**src/rlld_pkg.sv**
```systemverilog
`timescale 1ns / 1ps
package rlld_pkg;

    localparam int MAX_LINE_WIDTH = 768;
    localparam int HALF_LINE_WIDTH = MAX_LINE_WIDTH / 2;

    localparam int POS_W   = 10;
    localparam int BYTES_W = 11;
    localparam int ADDR_W  = 3;
    localparam int DATA_W  = 32;

    localparam logic [BYTES_W-1:0] BYTES_SAT = {BYTES_W{1'b1}};

    // register index, taken from the word address
    localparam logic REG_LINE_WIDTH = 1'b0;
    localparam logic REG_PAIR_MODE  = 1'b1;

    typedef struct packed {
        logic               awaiting_count;
        logic [7:0]         held_format;
        logic [POS_W-1:0]   source_position;
        logic [BYTES_W-1:0] bytes_taken;
    } line_state_t;

    typedef struct packed {
        logic [POS_W-1:0]   run_start;
        logic [6:0]         first_color;
        logic [2:0]         second_color;
        logic [POS_W-1:0]   run_length;
        logic               line_done;
        logic [BYTES_W-1:0] line_bytes;
    } run_t;

    typedef struct packed {
        logic [POS_W-1:0] line_width;
        logic             pair_mode;
        logic             restart;
    } cfg_t;

endpackage

```
**src/run_length_line_decoder_unit.sv**
```systemverilog
`timescale 1ns / 1ps
// run_valid rises once the byte that ends the run has passed the input byte register and
// then the result register; a stalled output holds it back. Format bytes that announce a
// count give no run.
// Throughput: one coded byte per cycle while the output is not stalled; the line state update
// is a single compare/add/clamp.
// Reset: line_width 768, pair_mode 0, line position, byte count and count expectation cleared,
// both pipeline stages empty. Any register write restarts the line.
module run_length_line_decoder_unit (
    input  logic                                  clk,
    input  logic                                  rst_n,
    input  logic                                  psel,
    input  logic                                  penable,
    input  logic                                  pwrite,
    input  logic [rlld_pkg::ADDR_W-1:0]           paddr,
    input  logic [rlld_pkg::DATA_W-1:0]           pwdata,
    output logic [rlld_pkg::DATA_W-1:0]           prdata,
    output logic                                  pready,
    input  logic                                  byte_valid,
    output logic                                  byte_stall,
    input  logic [7:0]                            data_byte,
    output logic                                  run_valid,
    input  logic                                  run_stall,
    output logic [rlld_pkg::POS_W-1:0]            run_start,
    output logic [6:0]                            first_color,
    output logic [2:0]                            second_color,
    output logic [rlld_pkg::POS_W-1:0]            run_length,
    output logic                                  line_done,
    output logic [rlld_pkg::BYTES_W-1:0]          line_bytes
);
    import rlld_pkg::*;

    cfg_t        cfg;
    line_state_t state_reg;
    line_state_t state_next;
    line_state_t dec_state;
    run_t        dec_run;
    run_t        run_reg;
    logic        dec_has_run;
    logic        byte_valid_reg;
    logic [7:0]  byte_reg;
    logic        run_valid_reg;
    logic        run_valid_next;
    logic        advance;
    logic        process;

    rlld_cfg u_cfg (
        .clk     (clk),
        .rst_n   (rst_n),
        .psel    (psel),
        .penable (penable),
        .pwrite  (pwrite),
        .paddr   (paddr),
        .pwdata  (pwdata),
        .prdata  (prdata),
        .pready  (pready),
        .cfg     (cfg)
    );

    rlld_decode u_decode (
        .st      (state_reg),
        .data    (byte_reg),
        .cfg     (cfg),
        .st_next (dec_state),
        .has_run (dec_has_run),
        .run     (dec_run)
    );

    // pipeline moves whenever the result register is empty or being taken
    assign advance    = !run_valid_reg || !run_stall;
    assign byte_stall = byte_valid_reg && !advance;
    assign process    = byte_valid_reg && advance;

    always_comb
    begin
        state_next     = state_reg;
        run_valid_next = run_valid_reg;
        if (cfg.restart)
            state_next = '0;
        else if (process)
            state_next = dec_state;
        if (advance)
            run_valid_next = process && dec_has_run;
    end

    always_ff @(posedge clk or negedge rst_n)
    begin
        if (!rst_n)
        begin
            byte_valid_reg <= 1'b0;
            run_valid_reg  <= 1'b0;
            state_reg      <= '0;
        end
        else
        begin
            if (!byte_stall)
                byte_valid_reg <= byte_valid;
            run_valid_reg <= run_valid_next;
            state_reg     <= state_next;
        end
    end

    always_ff @(posedge clk)
    begin
        if (byte_valid && !byte_stall)
            byte_reg <= data_byte;
        if (advance)
            run_reg <= dec_run;
    end

    assign run_valid    = run_valid_reg;
    assign run_start    = run_reg.run_start;
    assign first_color  = run_reg.first_color;
    assign second_color = run_reg.second_color;
    assign run_length   = run_reg.run_length;
    assign line_done    = run_reg.line_done;
    assign line_bytes   = run_reg.line_bytes;

endmodule

```
**src/rlld_cfg.sv**
```systemverilog
`timescale 1ns / 1ps
module rlld_cfg (
    input  logic                        clk,
    input  logic                        rst_n,
    input  logic                        psel,
    input  logic                        penable,
    input  logic                        pwrite,
    input  logic [rlld_pkg::ADDR_W-1:0] paddr,
    input  logic [rlld_pkg::DATA_W-1:0] pwdata,
    output logic [rlld_pkg::DATA_W-1:0] prdata,
    output logic                        pready,
    output rlld_pkg::cfg_t              cfg
);
    import rlld_pkg::*;

    logic [POS_W-1:0] line_width_reg;
    logic             pair_mode_reg;
    logic             wr_en;
    logic             reg_sel;

    assign pready  = 1'b1;
    assign wr_en   = psel && penable && pwrite;
    assign reg_sel = paddr[2];

    always_ff @(posedge clk or negedge rst_n)
    begin
        if (!rst_n)
        begin
            line_width_reg <= POS_W'(MAX_LINE_WIDTH);
            pair_mode_reg  <= 1'b0;
        end
        else if (wr_en)
        begin
            if (reg_sel == REG_LINE_WIDTH)
                line_width_reg <= pwdata[POS_W-1:0];
            else
                pair_mode_reg <= pwdata[0];
        end
    end

    always_comb
    begin
        if (reg_sel == REG_LINE_WIDTH)
            prdata = {{(DATA_W-POS_W){1'b0}}, line_width_reg};
        else
            prdata = {{(DATA_W-1){1'b0}}, pair_mode_reg};
    end

    // both registers restart the line when written
    assign cfg.line_width = line_width_reg;
    assign cfg.pair_mode  = pair_mode_reg;
    assign cfg.restart    = wr_en;

endmodule

```
**src/rlld_decode.sv**
```systemverilog
`timescale 1ns / 1ps
module rlld_decode (
    input  rlld_pkg::line_state_t st,
    input  logic [7:0]            data,
    input  rlld_pkg::cfg_t        cfg,
    output rlld_pkg::line_state_t st_next,
    output logic                  has_run,
    output rlld_pkg::run_t        run
);
    import rlld_pkg::*;

    logic [POS_W-1:0]   width;
    logic [POS_W-1:0]   pos;
    logic [POS_W-1:0]   remaining;
    logic [BYTES_W-1:0] bytes_inc;
    logic [7:0]         format;
    logic               has_count;
    logic [POS_W-2:0]   pairs;
    logic [POS_W-1:0]   pair_len;
    logic [POS_W-1:0]   single_n;
    logic [POS_W-1:0]   len_src;
    logic               doubled;
    logic [POS_W:0]     pos_sum;
    logic               done;

    always_comb
    begin
        if (cfg.line_width == '0)
            width = POS_W'(1);
        else if (cfg.line_width > POS_W'(MAX_LINE_WIDTH))
            width = POS_W'(MAX_LINE_WIDTH);
        else
            width = cfg.line_width;

        pos       = st.source_position;
        remaining = (pos < width) ? width - pos : '0;
        bytes_inc = (st.bytes_taken == BYTES_SAT) ? st.bytes_taken : st.bytes_taken + 1'b1;

        has_count = st.awaiting_count;
        format    = st.awaiting_count ? st.held_format : data;

        // pair mode: count in pixel pairs, zero pairs becomes one pair
        if (!has_count)
            pairs = (POS_W-1)'(1);
        else if (data == 8'd0)
            pairs = remaining[POS_W-1:1];
        else
            pairs = (POS_W-1)'(data);
        if (pairs == '0)
            pairs = (POS_W-1)'(1);
        pair_len = {pairs, 1'b0};

        if (!has_count)
            single_n = POS_W'(1);
        else if (data == 8'd0)
            single_n = remaining;
        else
            single_n = POS_W'(data);

        if (cfg.pair_mode)
            len_src = (pair_len > remaining) ? remaining : pair_len;
        else
            len_src = (single_n > remaining) ? remaining : single_n;

        doubled = !cfg.pair_mode && (width <= POS_W'(HALF_LINE_WIDTH));
        pos_sum = {1'b0, pos} + {1'b0, len_src};
        done    = pos_sum >= {1'b0, width};

        run.run_start    = doubled ? {pos[POS_W-2:0], 1'b0} : pos;
        run.run_length   = doubled ? {len_src[POS_W-2:0], 1'b0} : len_src;
        run.first_color  = cfg.pair_mode ? {4'd0, format[6:4]} : format[6:0];
        run.second_color = cfg.pair_mode ? format[2:0] : 3'd0;
        run.line_done    = done;
        run.line_bytes   = done ? bytes_inc : '0;

        st_next = st;
        st_next.bytes_taken = bytes_inc;
        has_run = 1'b0;
        if (!st.awaiting_count && data[7])
        begin
            // format byte announcing a count byte
            st_next.held_format    = data;
            st_next.awaiting_count = 1'b1;
        end
        else
        begin
            has_run                = 1'b1;
            st_next.awaiting_count = 1'b0;
            if (done)
            begin
                st_next.source_position = '0;
                st_next.bytes_taken     = '0;
            end
            else
                st_next.source_position = pos_sum[POS_W-1:0];
        end
    end

endmodule

```
**config.mk**
```make
export PLATFORM = sky130hd
export DESIGN_NAME = run_length_line_decoder_unit
export DESIGN_NICKNAME = d
export VERILOG_FILES = /design/src/rlld_pkg.sv /design/src/run_length_line_decoder_unit.sv /design/src/rlld_cfg.sv /design/src/rlld_decode.sv
export SDC_FILE = /design/constraint.sdc
export NUM_CORES = 1
export LEC_CHECK = 0
export ABC_AREA = 0
export BUFFER_PORTS_ARGS = -buffer_cell sky130_fd_sc_hd__buf_2
export CORE_UTILIZATION = 50
export DETAILED_ROUTE_END_ITERATION = 16
export PLACE_DENSITY = 0.73
export SLEW_MARGIN = 20
export SYNTH_ARGS = -nofsm -noshare
export SYNTH_HDL_FRONTEND = slang
export SYNTH_HIERARCHICAL = 1
export SYNTH_SLANG_ARGS = --single-unit
```
**constraint.sdc**
```tcl
create_clock -name clk -period 18 [get_ports clk]
set_input_delay 1.8 -clock clk [delete_from_list [all_inputs] [get_ports clk]]
set_output_delay 1.8 -clock clk [all_outputs]
set_load 0.01 [all_outputs]
```
==> load_flow_metrics.sql <==
INSERT INTO impl_metrics (metric_group, metric, value, unit) VALUES
('final_layout', 'layout.nets', '915', ''),
('sta', 'setup_viol', '0', ''),
('routing', 'drt-pass1-iter-count', '5', ''),
('routing', 'post-route-drc-count', '0', ''),
('clock_network', 'clk_root_buffer_cell', 'sky130_fd_sc_hd__clkbuf_16', ''),
('place', 'globalplace.congestion', '0.922', ''),
('sta', 'worst_case_setup_margin_in_the_final_layout', '9350', 'ps'),
('job', 'drv.max_cap_violation_count', '0', ''),
('worst_setup_path', 'worst_ep_required_time', '18230', 'ps'),
('place', 'port-buffer-count', '79', ''),
('power', 'ir_drop', '0.0876', 'mV'),
('hold_path', 'timing.hold.worst.class', 'reg2reg', ''),
('clock_network', 'cts-buffers-inserted', '9', ''),
('sta', 'timing.final.max_slew_violations', '0', ''),
('sta', 'rsz0062_at_grt', 'false', ''),
('power', 'p_sw_frac', '0.482', ''),
('worst_setup_path', 'timing.critical_path.max_delay_family', 'compound AO/OA/AOI/OAI gates', ''),
('worst_setup_path', 'worst-r2r-cell-count', '42', ''),
('worst_setup_path', 'crit_cells', '42', ''),
('worst_setup_path', 'timing.setup.critical_path_class', 'reg2reg', ''),
('worst_setup_path', 'worstSetupStartpointType', 'register', ''),
('power', 'share_seq_of_total_power', '0.230', ''),
('worst_setup_path', 'regToRegSetupSlack', '9350', 'ps'),
('sta', 'fin_crit_sh', '0.480', ''),
('power', 'post-layout-total-power', '1.49', 'mW'),
('routing', 'routed-via-count', '5675', ''),
('clock_network', 'clk-insertion-delay-late', '360', 'ps'),
('synthesis', 'post_syn_area', '0.00725', 'sq mm'),
('final_layout', 'areaGrowthSynthToFinish', '9.77', '%'),
('die', 'die_span_in_y', '122', 'um'),
('routing', 'post_drt_via_cell_ratio', '5.70', ''),
('worst_setup_path', 'critPathCaptureType', 'register', ''),
('final_layout', 'fillerInstances', '1254', ''),
('power', 'power_density_over_cell_area', '188', 'mW/mm^2'),
('power', 'p_sw', '0.719', 'mW'),
('power', 'internal_power', '0.774', 'mW'),
('synthesis', 'synthesis.instances', '745', ''),
('die', 'floorplan.die.width', '122', 'um'),
('clock_network', 'clk_pin_slew_worst_setup_hold_paths', '70', 'ps'),
('worst_setup_path', 'critPathMaxFanout', '18', ''),
('global_route', 'grt-ovfl-total', '0', ''),
('global_route', 'maximum_number_of_pins_on_one_net_before_global_route_repair', '59', ''),
('clock_network', 'tritoncts', 'yes', ''),
('power', 'comb_power_share', '0.646', ''),
('final_layout', 'layout-drive-gt1-share', '0.207', ''),
('worst_setup_path', 'max_stage_delay', '600', 'ps'),
('clock_network', 'cts-htree-levels', '3', ''),
('worst_setup_path', 'critical_path.most_common_cell', 'sky130_fd_sc_hd__nor2_1', ''),
('sta', 'finalHoldViolCount', '0', ''),
('global_route', 'antenna_found_initial', '0', ''),
('sta', 'fin_worst_skew', '9.07', 'ps'),
('routing', 'routed_wl', '16900', 'um'),
('worst_setup_path', 'critical_path_arrival', '8870', 'ps'),
('worst_setup_path', 'crit_buf_inv', '5', ''),
('synthesis', 'synth_warnings', '6', ''),
('synthesis', 'synth_area_per_cell', '9.73', 'sq um'),
('place', 'place.detailed.hpwl', '12500', 'um'),
('status', 'status', 'finished clean', ''),
('die', 'core_box_area', '0.0140', 'sq mm'),
('global_route', 'first_global_vias', '5203', ''),
('die', 'design.die.area', '0.0150', 'sq mm'),
('sta', 'max_freq', '116', 'MHz'),
('power', 'clockPowerShare', '0.125', ''),
('place', 'worst_slack_at_placement', '9530', 'ps'),
('final_layout', 'antenna_cells', '0', ''),
('clock_network', 'post-cts-setup-buffers', '0', ''),
('clock_network', 'clkSinkCount', '92', ''),
('sta', 'slew_at_the_pin_with_the_worst_max_slew_slack', '1040', 'ps'),
('clock_network', 'ctsLongestPathBuffers', '2', ''),
('die', 'io-pin-count', '127', ''),
('final_layout', 'number_of_flip_flops_in_the_largest_register', '29', ''),
('global_route', 'grt_pass1_wl', '27000', 'um'),
('sta', 'post-route-min-period', '8650', 'ps'),
('routing', 'drt_iter0_drc', '430', ''),
('worst_setup_path', 'slowest_stage', 'sky130_fd_sc_hd__nor2_1', ''),
('die', 'initial_core_util', '0.518', ''),
('die', 'std_cell_rows', '43', ''),
('clock_network', 'post_cts_sizing_count', '0', ''),
('sta', 'slew-limit-headroom', '0.306', ''),
('clock_network', 'hold_buffers', '0', ''),
('global_route', 'grt_use_total', '0.238', ''),
('routing', 'route.antenna.remaining_nets', '0', ''),
('power', 'pleak', '3.58', 'nW'),
('routing', 'routed_wire_length_per_instance', '16.9', 'um'),
('hold_path', 'whs_path_depth', '1', ''),
('sta', 'setup_tns', '0', 'ps');
[power groups by stage]
stage | clock, mW | combinational, mW | sequential [mW]
after floorplan | 0 | 0.710 | 0.352
after global placement | 0 | 0.934 | 0.346
after detailed placement | 0 | 0.948 | 0.347
after CTS | 0.190 | 0.954 | 0.344
after global routing | 0.198 | 1.07 | 0.350
final | 0.186 | 0.964 | 0.343
[worst paths after layout]
path | from | to
worst max-delay path | u_cfg/line_width_reg[3] | state_reg[2]
worst min-delay path | u_cfg/line_width_reg[3] | u_cfg/line_width_reg[3]
worst max register to register | u_cfg/line_width_reg[3] | state_reg[2]
worst min register to register | u_cfg/line_width_reg[3] | u_cfg/line_width_reg[3]
max in group asynchronous | rst_n | state_reg[23]
min in group asynchronous | rst_n | state_reg[9]
[worst reg2reg max path, delay by kind of cell (launching register included)]
family | cells | cell delay, ps
adders and majority gates | 4 | 1200
muxes | 1 | 60
xor gates and xnor gates | 2 | 440
DFF | 1 | 410
buffers and inverters | 5 | 760
and+or+nand+nor | 13 | 2730
AOI/OAI and AO/OA | 17 | 2930
[per-layer routing]
layer	track usage	vias up	wire length (um)
met5	0	-	0
met4	0.0884	0	424
met3	0.0479	32	932
met2	0.363	206	7610
met1	0.331	2684	7890
li1	-	2753	-
[layout by cell type (no fill, tap or decap), types with 9 or more instances in the layout]
cell type and n:
sky130_fd_sc_hd__a21oi_1 25, sky130_fd_sc_hd__ha_1 52, sky130_fd_sc_hd__clkbuf_16 9, sky130_fd_sc_hd__mux2_2 13
sky130_fd_sc_hd__o21ai_0 35, sky130_fd_sc_hd__xnor2_1 13, sky130_fd_sc_hd__edfxtp_1 50, sky130_fd_sc_hd__nor2b_1 19
sky130_fd_sc_hd__nand2_1 58, sky130_fd_sc_hd__nand4_1 10, sky130_fd_sc_hd__inv_1 36, sky130_fd_sc_hd__dfrtp_1 40
sky130_fd_sc_hd__nand2b_1 65, sky130_fd_sc_hd__mux2_4 10, sky130_fd_sc_hd__mux2i_1 42, sky130_fd_sc_hd__conb_1 23
sky130_fd_sc_hd__nor2_1 69, sky130_fd_sc_hd__nand3_1 9, sky130_fd_sc_hd__buf_2 79
[layout make-up]
class / count / area [sq um] / area share
clock buffer: 9 / 225 / 0.0283
clock inverter: 7 / 67.6 / 0.00849
inverter: 38 / 143 / 0.0179
multi-input combinational: 583 / 4290 / 0.539
sequential: 92 / 2550 / 0.321
tap: 180 / 225 / 0.0283
timing repair buffer: 87 / 455 / 0.0572
[per-stage QoR]
stage,cell area [sq um],utilization,std cells,hold WS [ps]
3_5_place_dp,7660,0.548,980,555
3_3_place_gp,7660,0.548,980,510
5_1_grt,7960,0.569,996,587
6_report,7960,0.569,996,567
2_1_floorplan,7330,-,766,472
4_1_cts,7960,0.569,996,570
(Power assumes the default switching activity.)
